===== src/hdl/jmi_pkg.sv =====
package jmi_pkg;

  localparam int unsigned AXES   = 7;
  localparam int unsigned POS_W  = 16;
  localparam int unsigned TIME_W = 32;
  // Segment time bound: 65535 * 2^16 / 1638 < 2^22.
  localparam int unsigned TSEG_W = 22;
  // Remainder of a division by at most 15 points.
  localparam int unsigned REM_W  = 4;
  localparam int unsigned CNT_W  = 4;

  localparam int unsigned IN_DATA_W  = AXES * POS_W;
  localparam int unsigned IN_USER_W  = 2;
  localparam int unsigned OUT_DATA_W = AXES * POS_W + TIME_W;

  // Velocity limits in 1/4096 position units per second.
  localparam int unsigned VEL_FAST [AXES] = '{10240, 8192, 8192, 15974, 17613, 23552, 8192};
  localparam int unsigned VEL_SLOW [AXES] = '{2048, 1638, 1638, 3277, 3277, 4096, 1638};

  typedef struct packed {
    logic vld;
    logic origin;
  } ctl_t;

  typedef struct packed {
    logic                    origin;
    logic [TSEG_W-1:0]       step;
  } job_t;

  // Per-axis move setup: |delta| / points split into quotient and remainder.
  typedef struct packed {
    logic signed [POS_W-1:0] start;
    logic                    neg;
    logic [POS_W-1:0]        aq;
    logic [REM_W-1:0]        ar;
  } lane_job_t;

endpackage


===== src/hdl/jmi_merge.sv =====
module jmi_merge #(
  parameter int unsigned JOINTS = 7,
  parameter int unsigned POINTS = 10
) (
  input  logic                              clk_i,
  input  logic                              adv_i,
  input  logic [jmi_pkg::TSEG_W-1:0]        tseg_i [JOINTS],
  output logic [jmi_pkg::TSEG_W-1:0]        step_o
);

  localparam int unsigned LT = $clog2(POINTS);
  localparam logic [jmi_pkg::TSEG_W:0] MT = (jmi_pkg::TSEG_W + 1)'(
    ((64'd1 << (jmi_pkg::TSEG_W + LT)) + 64'(POINTS) - 64'd1) / 64'(POINTS));
  localparam int unsigned PW = 2 * jmi_pkg::TSEG_W + 1;

  logic [jmi_pkg::TSEG_W-1:0] tmax_d;
  logic [jmi_pkg::TSEG_W-1:0] tmax_q;
  logic [PW-1:0]              prod_q;

  always_comb begin
    tmax_d = '0;
    for (int j = 0; j < JOINTS; j++) begin
      if (tseg_i[j] > tmax_d) begin
        tmax_d = tseg_i[j];
      end
    end
  end

  always_ff @(posedge clk_i) begin
    if (adv_i) begin
      tmax_q <= tmax_d;
      prod_q <= {{(jmi_pkg::TSEG_W + 1){1'b0}}, tmax_q} * {{jmi_pkg::TSEG_W{1'b0}}, MT};
    end
  end

  // Slowest axis time divided by the point count.
  assign step_o = jmi_pkg::TSEG_W'(prod_q >> (jmi_pkg::TSEG_W + LT));

endmodule


===== config.mk =====
export PLATFORM = sky130hd
export DESIGN_NAME = jmi_merge
export DESIGN_NICKNAME = d
export VERILOG_FILES = /design/src/hdl/jmi_pkg.sv /design/src/hdl/jmi_merge.sv
export SDC_FILE = /design/constraint.sdc
export NUM_CORES = 1
export LEC_CHECK = 0
export ABC_AREA = 1
export BUFFER_PORTS_ARGS = -buffer_cell sky130_fd_sc_hd__buf_2
export CAP_MARGIN = 20
export CORE_ASPECT_RATIO = 1.1
export CORE_MARGIN = 4
export CORE_UTILIZATION = 60
export CTS_CLUSTER_SIZE = 12
export DETAILED_ROUTE_END_ITERATION = 8
export GPL_TIMING_DRIVEN = 0
export PLACE_DENSITY = 0.79
export SLEW_MARGIN = 20
export SYNTH_ARGS = -nofsm -noshare
export SYNTH_HDL_FRONTEND = slang
export SYNTH_SLANG_ARGS = --single-unit

===== constraint.sdc =====
create_clock -name clk_i -period 19.5 [get_ports clk_i]
set_input_delay 1.95 -clock clk_i [delete_from_list [all_inputs] [get_ports clk_i]]
set_output_delay 1.95 -clock clk_i [all_outputs]
set_load 0.01 [all_outputs]

Yosys cells after proc, flatten, opt, wreduce, memory -nomap -nowiden:

Cells that the tools add are included.

* order comparisons: 7
* multipliers: 1
* multiplexer cells: 7

Operators by type and width (count)
* 2-to-1 mux 22 bit: 7
* > comparator 22 bit: 6
* multiplier 22 x 23 -> 45 bit (second input constant): 1
* > comparator 22 x 1 -> 1 bit (second input constant): 1

* output and inout port bits: 22
* input port bits: 156
* flip-flop bits (word level): 67
* logic and storage cells: 17

Depth between registers and ports, before layout:

Gate-level depths: netlist of run 1.

* depth after elaboration: 14
* gate-level depth with buffers: 88
* depth with buffers taken out: 82

Worst setup path before layout of run 1:

OpenSTA, ideal clock, no wires.

* kind: input port to flip-flop
* from: input tseg_i[153] in the netlist's numbering
* to: register tmax_q[10] in the netlist's numbering (data pin)
* library setup time: 254 ps
* data arrival time: 10827 ps
* stages on the path: 75
* required time: 19246 ps
* setup slack: 8420 ps
* path buffers: 6
* cell sequence: inv_1 ha_1 nand2_1 nor2_2 nand3_2 nor2_2 nand4_2 nand2_2 clkbuf_1 nand2_1 o21ai_0 ha_1 a21oi_1 nand2_1 a21oi_1 nand3_2 nand2_4 buf_1 (+39 left out) o21a_1 nand2_4 nand2_4 buf_8 nand2_2 nand2_1 ha_1 a21oi_1 nor2_1 a211oi_1 nor2_1 a2111oi_0 o211ai_1 nand2_1 inv_1 clkbuf_1 nand2_1 nand2_1

* word-level cells in the longest chain between the ends: 14

Ends and longest elaborated chain
* from (decl): line jmi_merge.sv:7 `input logic [jmi_pkg::TSEG_W-1:0] tseg_i [JOINTS],`
* > comparator 22 x 1 -> 1 bit: line jmi_merge.sv:23 `if (tseg_i[j] > tmax_d) begin`
* 2-to-1 mux 22 bit *: line jmi_merge.sv:23
* > comparator 22 bit: line jmi_merge.sv:23
* 2-to-1 mux 22 bit *: line jmi_merge.sv:23
* > comparator 22 bit: line jmi_merge.sv:23
* 2-to-1 mux 22 bit *: line jmi_merge.sv:23
* > comparator 22 bit: line jmi_merge.sv:23
* 2-to-1 mux 22 bit *: line jmi_merge.sv:23
* > comparator 22 bit: line jmi_merge.sv:23
* 2-to-1 mux 22 bit *: line jmi_merge.sv:23
* > comparator 22 bit: line jmi_merge.sv:23
* 2-to-1 mux 22 bit *: line jmi_merge.sv:23
* > comparator 22 bit: line jmi_merge.sv:23
* 2-to-1 mux 22 bit *: line jmi_merge.sv:23
* net tmax_d (one bit): line jmi_merge.sv:16 `logic [jmi_pkg::TSEG_W-1:0] tmax_d;`
* to (signal assigned): line jmi_merge.sv:31 `tmax_q <= tmax_d;`
* to (decl): line jmi_merge.sv:17 `logic [jmi_pkg::TSEG_W-1:0] tmax_q;`

Mark *: on every way through the listed nets, which the timed path passes. The rest lies on a longest branch.
A chain may end at the register's enable or synchronous reset.

Worst setup path after layout of run 1:

* from: input tseg_i[153] in the netlist's numbering
* to: register tmax_q[15] in the netlist's numbering (data pin)

The elaborated chain is that of the path after synthesis.

==> key figures, run 1 <==
Logic synthesis
  – Seq cells post-synth: about 40
  – Synth area leaders: ha_1, fa_1, edfxtp_1
  – Post-synthesis async set-or-reset flop share: 0
  – Number of synthesized flops with an enable pin: 41
  – Synth area leader: ha_1
  – Main synth FF type: edfxtp_1
  – Top cell type's share of synthesized area: 0.295
  – Yosys warning count: 0
  – Seq/Total Area, Yosys: 0.0952
  – Synth cell count leaders: nand2_1, inv_1, ha_1, fa_1, o21ai_0
  – Most frequent cell after synthesis: nand2_1
  – Cell area after synthesis: 0.0129 mm^2
  – Post-Synthesis Cells: 1601
  – Avg Inst Size Synth: a little over 8 um^2
  – Count of different cell masters after synthesis: 45

Placed design
  – Detailed Place HPWL: just over 30000 um
  – Placer Congestion: 0.967
  – I/O Buffers: ~170
  – Placed Cells: 2067

Setup path
  – Maximum fanout along the worst path: 10
  – CP peak stage delay: 0.49 ns
  – Most used cell, CP: nand2_1
  – Start of the worst register-to-register path: tmax_q[5]
  – Startpoint types: input port
  – Setup Crit Path Kind: in -> reg
  – Critical Path RT: around 20 ns
  – R2R depth: 27
  – Slowest CP cell: o21ai_0
  – Critical path arrival: 13.52 ns
  – Worst R2R End: prod_q[44]
  – Crit path capture type: flop
  – R2R setup slack: 12.40 ns

Outcome
  – Status: finished, final reports clean

Detailed routing
  – Total number of vias: roughly 11000
  – DRC Markers: 0
  – Drt total wl: 33900 um
  – Vias per cell: 5.37
  – Post-route ant nets: 0
  – Initial DRC count: roughly 510
  – Routed len/inst: 16.4 um
  – DR pass1 iterations: 6

Finish
  – Non-Filler Instances: 2074
  – Fillers: ~1900
  – Area Overhead vs Synth: 10.6%
  – Share of cells above drive strength 1: 0.134
  – Post-layout util: 0.672
  – Nets: approximately 2400

Global route
  – Congestion Overflow GR: 0
  – Vias in the first global route: 11401
  – First-pass GRT wire length: 55100 um
  – Pin count of the biggest net entering global routing: 42
  – Total GRT Usage: 0.285
  – Antenna violations before repair: 2

Clock network
  – TritonCTS clock tree: built
  – Clock Latency Late Sink: 0.29 ns
  – Post-CTS sizing: 0
  – TritonCTS Buffers: 5
  – # hold bufs at CTS: 0
  – Post-CTS Repair Setup Buffers: 0
  – H-tree depth: 2
  – CTS Root Cell: clkbuf_16
  – Clk buf depth: 2
  – Clock Sinks: 41
  – Clock transition at path regs: 0.07 ns

Floorplanning
  – Chip height: 162 um
  – IO Count: 178
  – Core area: 0.0213 mm^2
  – Starting Density: 0.607
  – # rows: 56
  – Die Area: around 0.024 mm^2
  – Die width: 148 um

Hold path
  – Hold Path Sink: prod_q[44]
  – Hold Path Class: reg -> reg
  – Worst Min Path Start: tmax_q[21]
  – Hold path depth: 4

STA
  – Headroom to the max-slew limit: 0.399
  – Final period util: 0.692
  – Hold Slack: between 1 and 1.5 ns
  – Fin. Hold Viols: 0
  – Final Max Tran Viols: 0
  – Max Clock Freq: 0.0741 GHz
  – Tmin final: between 10 and 15 ns
  – RSZ-0062 raised after global routing: no
  – Final setup fails: 0
  – TNS Setup: 0 ns
  – Worst-margin pin slew: 0.901 ns
  – Setup Skew: 0.0128 ns

Job
  – Max Cap Viol: 0
## cell families (layout without fill, tap and decap cells)
| logic type | count (synthesis) | in the layout | share of synthesized area |
|---|---|---|---|
| XOR/XNOR | 23 | 23 | 0.0156 |
| flip-flops | 41 | 41 | 0.0952 |
| adder cells (fa/ha/maj) | 447 | 447 | 0.515 |
| buffers and inverters | 337 | 517 | 0.101 |
| AO/OA/AOI/OAI | 227 | 227 | 0.0955 |
| AND/OR/NAND/NOR | 525 | 525 | 0.178 |
| other | 1 | 4 | 0.000290 |
## stage by stage
step / setup WS, ns / area, um^2
floorplan: 8.42 / 12900
global placement: 5.93 / 14200
detailed placement: 5.88 / 14200
CTS: 6.11 / 14300
global route: 4.70 / 14300
finish: 6.01 / 14300
## how the worst max path moves through the flow
stage,from,endpoint,slack (ns),cells past startpoint
2_1_floorplan,tseg_i[153],tmax_q[10],8.42,75
3_3_place_gp,tseg_i[145],tmax_q[5],5.93,76
3_5_place_dp,tseg_i[153],tmax_q[15],5.88,76
4_1_cts,tseg_i[153],tmax_q[15],6.11,76
5_1_grt,tseg_i[152],tmax_q[16],4.70,76
6_report,tseg_i[153],tmax_q[15],6.01,75
## final cells by class
type	instances	area (um^2)	share of cell area
antenna	1	2.50	0.000175
buffer	30	156	0.0109
clock buffer	5	125	0.00874
clock inverter	1	5.00	0.000350
inverter	307	1150	0.0805
multi-input combinational	1225	10400	0.727
sequential	41	1230	0.0860
tap	290	363	0.0254
timing repair buffer	174	871	0.0608
## cell usage in the layout, fill, tap and decap left out, types with 4 or more instances in the layout
cell type,count
inv_1,307
buf_2,176
a31oi_1,5
nand4_1,11
o21a_1,4
edfxtp_1,41
o21bai_1,7
fa_1,142
nor2_2,5
nand3_1,84
a211oi_1,4
a21oi_1,84
clkbuf_1,17
nand2_1,314
nor2_1,54
nor3_1,5
o21ai_0,105
buf_4,5
buf_1,4
o211ai_1,7
xor2_1,17
nand3_2,4
xnor2_1,6
clkbuf_16,5
ha_1,305
nand2_2,32
## registers in the layout, indices dropped and copies added (netlist names)
register  count
tmax_q       22
prod_q       19
## layer usage
metal	GRT usage	routed length (um)	vias to the layer above
li1	-	-	5573
met1	0.357	14100	5124
met2	0.519	17000	366
met3	0.0248	1650	77
met4	0.0916	1190	2
met5	0	13	-
## critical path: cells and delay by family
kind                       cells  cell delay, ns
and+or+nand+nor               43            4.13
buffers and inverters         10            2.09
adders and majority gates      6            2.03
AOI/OAI and AO/OA             16            3.29
Power of run 1 is not shown: default switching activity piles up to over one toggle a cycle in this logic, so the estimate is an artifact.
==> run 2, diff against run 1 <==
--- a/config.mk
+++ b/config.mk
@@ -5,7 +5,7 @@
 export SDC_FILE = /design/constraint.sdc
 export NUM_CORES = 1
 export LEC_CHECK = 0
-export ABC_AREA = 1
+export ABC_AREA = 0
 export BUFFER_PORTS_ARGS = -buffer_cell sky130_fd_sc_hd__buf_2
 export CAP_MARGIN = 20
 export CORE_ASPECT_RATIO = 1.1
==> constraint.sdc (replaced) <==
create_clock -name clk_i -period 12.9 [get_ports clk_i]
set_input_delay 1.29 -clock clk_i [delete_from_list [all_inputs] [get_ports clk_i]]
set_output_delay 1.29 -clock clk_i [all_outputs]
set_load 0.01 [all_outputs]
==> run 2 against run 1 <==
The flow now finishes with violations (setup timing). Die area grew 0.10%. Count of clock-buffer cells in the layout is the same. Worst setup slack lost 7.7 ns. Synthesized cell count shrank 13%. Sequential share of layout area shrank 1.0 points. Register-to-register slack lost 7.6 ns. Cell count shrank 6.5%. Critical endpoint is now tmax_q[4].
==> key figures, run 2 <==
Finish
  – Reg with most FFs: tmax_q (unchanged)
  – Largest registers: tmax_q (22), prod_q (19) (unchanged)
  – Nets: 2247 (was 2387)
  – Non-Filler Instances: 1940 (was 2074)
  – Fillers: 1412 (was 1875)
  – Share of cells above drive strength 1: 0.272 (was 0.134)
  – Area Overhead vs Synth: 25.2% (was 10.6%)
  – Max FFs per register: 22 (unchanged)
  – Commonest non-fill, non-tap cell in the layout: ha_1 (was nand2_1)
  – Commonest non-fill, non-tap cells in the layout: ha_1, inv_1, buf_2, fa_1, buf_4 (was nand2_1, inv_1, ha_1, buf_2, fa_1)

STA
  – Worst Setup Slack, final: -1.66 ns (was 6.01 ns)
  – Final setup fails: 22 (was 0)
  – Hold Slack: 1.22 ns (was 1.15 ns)
  – Worst-margin pin slew: 0.978 ns (was 0.901 ns)
  – Fin. Hold Viols: 0 (unchanged)
  – Setup Skew: 0.0128 ns (about the same)
  – Max Clock Freq: 0.0687 GHz
  – RSZ-0062 raised after global routing: yes (was no)
  – Final period util: 1.13
  – Tmin final: roughly 15 ns
  – Final Max Tran Viols: 0 (unchanged)
  – Headroom to the max-slew limit: 0.348 (was 0.399)

Logic synthesis
  – Number of synthesized flops with an enable pin: 41 (unchanged)
  – Count of different cell masters after synthesis: 73 (was 45)
  – Post-synthesis async set-or-reset flop share: 0 (unchanged)
  – Seq/Total Area, Yosys: 0.0951 (was 0.0952)
  – Multiplexer area fraction after synthesis: 0.0337 (was 0)
  – Seq cells post-synth: 41 (unchanged)
  – Top cell type's share of synthesized area: 0.295 (about the same)
  – Simple-Gate Fraction of Synth Area: 0.104 (was 0.178)
  – Synth cell count leaders: ha_1, inv_1, fa_1, nand2_1, o21a_1 (was nand2_1, inv_1, ha_1, fa_1, o21ai_0)
  – Main synth FF type: edfxtp_1 (unchanged)
  – Avg Inst Size Synth: 9.32 um^2 (was 8.08 um^2)
  – Yosys warning count: 0 (unchanged)
  – Most frequent cell after synthesis: ha_1 (was nand2_1)
  – Post-Synthesis Cells: 1390 (was 1601)
  – Main combinational cell family by area after synthesis: adder cells (unchanged)
  – Post-synthesis adder-cell area fraction: 0.515 (about the same)
  – XOR/XNOR Fraction of Synth Area: 0.0108 (was 0.0156)
  – Synth area leader: ha_1 (unchanged)
  – Cell area after synthesis: 0.0130 mm^2 (was 0.0129 mm^2)
  – Compound-Gate Fraction of Synth Area: 0.152 (was 0.0955)
  – Synth area leaders: ha_1, fa_1, edfxtp_1 (unchanged)

Floorplanning
  – Die Area: 0.0240 mm^2 (about the same)
  – Die width: 148 um (about the same)
  – Core area: 0.0213 mm^2 (unchanged)
  – # rows: 56 (unchanged)
  – Chip height: 162 um (about the same)
  – IO Count: 178 (unchanged)
  – Starting Density: 0.608 (was 0.607)

Detailed routing
  – DRC Markers: 0 (unchanged)
  – Total number of vias: 11793 (was 11142)
  – Initial DRC count: 975 (was 505)
  – Drt total wl: 40100 um (was 33900 um)
  – Routed len/inst: 20.7 um (was 16.4 um)
  – Vias per cell: 6.08 (was 5.37)
  – Post-route ant nets: 0 (unchanged)
  – DR pass1 iterations: 5 (was 6)

Setup path
  – Slowest CP cell: a311o_1 (was o21ai_0)
  – Setup Crit Path Kind: in -> reg (unchanged)
  – Most used cell, CP: a21o_1 (was nand2_1)
  – Critical path arrival: 14.58 ns (was 13.52 ns)
  – Critical Path RT: 12.92 ns (was 19.53 ns)
  – Startpoint types: input port (unchanged)
  – CP peak stage delay: 0.39 ns (was 0.49 ns)
  – Maximum fanout along the worst path: 10 (unchanged)
  – Crit path capture type: flop (unchanged)

Clock network
  – CTS Root Cell: clkbuf_16 (unchanged)
  – Clk buf depth: 2 (unchanged)
  – Clock Sinks: 41 (unchanged)
  – # hold bufs at CTS: 0 (unchanged)
  – Clock Latency Late Sink: 0.30 ns (was 0.29 ns)
  – H-tree depth: 2 (unchanged)
  – TritonCTS clock tree: built (unchanged)
  – TritonCTS Buffers: 5 (unchanged)
  – Clock transition at path regs: 0.07 ns (about the same)

Job
  – Max Cap Viol: 0 (unchanged)

Global route
  – Antenna violations before repair: 5 (was 2)
  – Vias in the first global route: 11899 (was 11401)
  – Total GRT Usage: 0.308 (was 0.285)
  – Pin count of the biggest net entering global routing: 42 (unchanged)
  – Congestion Overflow GR: 0 (unchanged)
  – First-pass GRT wire length: 58900 um (was 55100 um)

Hold path
  – Hold Path Class: reg -> reg (unchanged)

Placed design
  – Detailed Place HPWL: 30500 um (was 31000 um)
  – Placer Congestion: 1.02 (was 0.967)
  – Placed Cells: 1855 (was 2067)
  – I/O Buffers: 173 (was 174)

Outcome
  – Failing checks: setup timing
  – Status: finished with violations (was finished, final reports clean)
==> run 2: cell types whose count changed after synthesis, sizes merged, moves of 13 or more <==
| cell | previous run | this run |
|---|---|---|
| a21o | 2 | 38 |
| a21oi | 84 | 44 |
| a41oi | 0 | 21 |
| and2 | 1 | 26 |
| inv | 307 | 262 |
| mux2i | 0 | 41 |
| nand2 | 349 | 72 |
| nand3 | 88 | 41 |
| nor2 | 59 | 37 |
| nor2b | 0 | 13 |
| o21a | 4 | 53 |
| o21ai | 105 | 69 |
| xor2 | 17 | 3 |
==> run 2: routing by layer <==
layer,up-vias,GRT usage,wire [um]
met4,4,0.122,2130
met2,605,0.571,20200
li1,5357,-,-
met3,176,0.0377,2700
met1,5651,0.361,15000
met5,-,0,38
==> run 2: cell families after synthesis <==
kind of cell               count (synthesis)
and+or+nand+nor                          261
AOI/OAI and AO/OA                        284
DFF                                       41
buffers and inverters                    296
xor gates and xnor gates                  16
other                                      1
adders and majority gates                448
muxes                                     43
==> run 2: timing repair <==
item / 4_1_cts / 5_1_grt
setup buffers: 46 / 20
setup endpoints to repair: 22 / 22
gates resized for setup: 157 / 60
gates cloned: 5 / 1
pin swaps: 62 / 37
==> run 2: worst paths after layout <==
| path | cells past startpoint | slack [ns] | endpoint | start |
|---|---|---|---|---|
| worst min register to register | 4 | 1.22 | prod_q[44] | tmax_q[21] |
| worst min-delay path | 4 | 1.22 | prod_q[44] | tmax_q[21] |
| worst max register to register | 26 | 4.83 | prod_q[44] | tmax_q[5] |
| worst max-delay path | 75 | -1.66 | tmax_q[4] | tseg_i[140] |
==> run 2: worst max-delay path: cells and delay by family <==
kind,cells,cell delay [ns]
compound gates,39,7.56
fa+ha+maj,7,1.91
buf+inv,10,1.41
mux,1,0.22
simple gates,18,2.15
==> run 2: cell type report <==
class                      instances  area, um^2  area share
multi-input combinational       1055       11500       0.710
timing repair buffer             245        1530      0.0942
sequential                        41        1230      0.0759
inverter                         262        1010      0.0621
buffer                            34         387      0.0239
tap                              290         363      0.0224
clock buffer                       5         125     0.00772
clock inverter                     3        41.3     0.00255
antenna                            5        12.5    0.000772
==> run 2: per-stage QoR <==
step | setup WS [ns] | TNS, ns | instance area (um^2) | util
2_1_floorplan | -0.574 | -12.38 | 13200 | -
3_3_place_gp | -2.96 | -63.27 | 14400 | 0.677
3_5_place_dp | -3.09 | -66.38 | 14400 | 0.677
4_1_cts | -1.16 | -24.29 | 15800 | 0.740
5_1_grt | -2.12 | -44.48 | 16200 | 0.761
6_report | -1.66 | -34.86 | 16200 | 0.761
Power of run 2 is left out for the same reason.
==> run 3, diff against run 2 <==
==> constraint.sdc (replaced) <==
create_clock -name clk_i -period 17.4 [get_ports clk_i]
set_input_delay 1.74 -clock clk_i [delete_from_list [all_inputs] [get_ports clk_i]]
set_output_delay 1.74 -clock clk_i [all_outputs]
set_load 0.01 [all_outputs]
==> run 3 against run 2 <==
The run now ends clean. First-iteration DRC count is 57% lower. Largest cell class unchanged. Critical path type unchanged. Critical path depth is 1 higher. Sequential cell count stayed put.
==> key figures, run 3 (synthesized netlist as in run 2, its figures left out) <==
Floorplanning
  – Chip height: 162 um (unchanged)
  – Core area: 0.0213 mm^2 (unchanged)
  – Starting Density: 0.608 (unchanged)
  – Die width: 148 um (unchanged)
  – # rows: 56 (unchanged)
  – Die Area: 0.0240 mm^2 (unchanged)
  – IO Count: 178 (unchanged)

Finish
  – Commonest non-fill, non-tap cells in the layout: ha_1, inv_1, buf_2, fa_1, nand2_1 (was ha_1, inv_1, buf_2, fa_1, buf_4)
  – Area Overhead vs Synth: 12.1% (was 25.2%)
  – Nets: 2177 (was 2247)
  – Largest registers: tmax_q (22), prod_q (19) (unchanged)
  – Commonest non-fill, non-tap cell in the layout: ha_1 (unchanged)
  – Max FFs per register: 22 (unchanged)
  – Reg with most FFs: tmax_q (unchanged)
  – Post-route design area: 0.0145 mm^2 (was 0.0162 mm^2)
  – Non-Filler Instances: 1868 (was 1940)
  – Share of cells above drive strength 1: 0.154 (was 0.272)
  – Fillers: 1757 (was 1412)

Job
  – Max Cap Viol: 0 (unchanged)

Setup path
  – Slowest CP cell: or4_4 (was a311o_1)
  – Startpoint types: input port (unchanged)
  – Setup Crit Path Kind: in -> reg (unchanged)
  – Maximum fanout along the worst path: 10 (unchanged)
  – Most used cell, CP: a21o_1 (unchanged)
  – CP peak stage delay: 0.42 ns (was 0.39 ns)
  – Crit path capture type: flop (unchanged)
  – Critical path arrival: 16.66 ns (was 14.58 ns)
  – Critical Path RT: 17.53 ns (was 12.92 ns)

STA
  – Tmin final: 16.53 ns
  – Setup Skew: 0.00731 ns (was 0.0128 ns)
  – Final setup fails: 0 (was 22)
  – Worst Setup Slack, final: 0.868 ns (was -1.66 ns)
  – Max Clock Freq: 0.0605 GHz
  – Headroom to the max-slew limit: 0.365 (was 0.348)
  – Fin. Hold Viols: 0 (unchanged)
  – Worst-margin pin slew: 0.952 ns (was 0.978 ns)
  – Final period util: 0.950
  – Final Max Tran Viols: 0 (unchanged)

Placed design
  – I/O Buffers: 173 (unchanged)
  – Detailed Place HPWL: 32400 um (was 30500 um)
  – Placed Cells: 1855 (unchanged)
  – Placed cell areas: 0.0142 mm^2 (was 0.0144 mm^2)
  – Placer Congestion: 0.970 (was 1.02)
  – DP Worst Slack: -1.81 ns (was -3.09 ns)

Detailed routing
  – Routed len/inst: 19.4 um (was 20.7 um)
  – DR pass1 iterations: 5 (unchanged)
  – Drt total wl: 36200 um (was 40100 um)
  – Initial DRC count: 417 (was 975)
  – Vias per cell: 5.79 (was 6.08)
  – Post-route ant nets: 0 (unchanged)
  – Total number of vias: 10824 (was 11793)
  – DRC Markers: 0 (unchanged)

Clock network
  – H-tree depth: 2 (unchanged)
  – Clock Latency Late Sink: 0.30 ns (about the same)
  – Clock Sinks: 41 (unchanged)
  – Clock transition at path regs: 0.07 ns (about the same)
  – TritonCTS clock tree: built (unchanged)
  – CTS Root Cell: clkbuf_16 (unchanged)
  – TritonCTS Buffers: 5 (unchanged)
  – Clk buf depth: 2 (unchanged)

Global route
  – Vias in the first global route: 11848 (was 11899)
  – Pin count of the biggest net entering global routing: 42 (unchanged)
  – First-pass GRT wire length: 58700 um (was 58900 um)
  – Antenna violations before repair: 6 (was 5)
  – Total GRT Usage: 0.308 (about the same)
  – Congestion Overflow GR: 0 (unchanged)

Outcome
  – Status: finished, final reports clean (was finished with violations)

Hold path
  – Hold Path Class: reg -> reg (unchanged)
[run 3: critical path, delay by kind of cell]
kind,cells,cell delay (ns)
AOI/OAI and AO/OA,37,7.08
adders and majority gates,6,1.81
buffers and inverters,11,2.19
muxes,2,0.49
and+or+nand+nor,20,3.33
[run 3: area by class of cell]
| cell class | instances | area (um^2) | area share |
|---|---|---|---|
| Antenna cell | 3 | 7.51 | 0.000517 |
| Buffer | 34 | 218 | 0.0150 |
| Clock buffer | 5 | 125 | 0.00861 |
| Clock inverter | 3 | 68.8 | 0.00474 |
| Inverter | 262 | 983 | 0.0677 |
| Multi-Input combinational cell | 1055 | 10600 | 0.733 |
| Sequential cell | 41 | 1230 | 0.0848 |
| Tap cell | 290 | 363 | 0.0250 |
| Timing Repair Buffer | 175 | 881 | 0.0606 |
[run 3: timing repair]
action / in CTS / in global routing
resized for setup: 18 / 32
buffers inserted: 0 / 2
hold buffers: 0 / 0
pin swaps: 0 / 2
endpoints found under the setup margin: 22 / 22
[run 3: routing by layer]
metal | routed length (um) | global-route usage | vias to the layer above
met5 | 28 | 0 | -
met4 | 1960 | 0.157 | 6
met3 | 1940 | 0.0499 | 121
met2 | 19600 | 0.601 | 336
met1 | 12700 | 0.312 | 5150
li1 | - | - | 5211
[run 3: worst paths after layout]
check | from | depth (start not counted) | slack (ns) | end
worst max-delay path | tseg_i[144] | 76 | 0.87 | tmax_q[15]
worst min-delay path | tmax_q[21] | 4 | 1.21 | prod_q[44]
worst max register to register | tmax_q[9] | 26 | 9.27 | prod_q[44]
worst min register to register | tmax_q[21] | 4 | 1.21 | prod_q[44]
[run 3: stage by stage]
stage	utilization	TNS [ns]	hold slack [ns]
3_3_place_gp	0.666	-33.84	1.22
6_report	0.682	0	1.21
5_1_grt	0.682	-0.109	1.32
4_1_cts	0.677	0	1.23
2_1_floorplan	-	0	1.01
3_5_place_dp	0.666	-38.58	1.21
Power of run 3 is left out for the same reason.
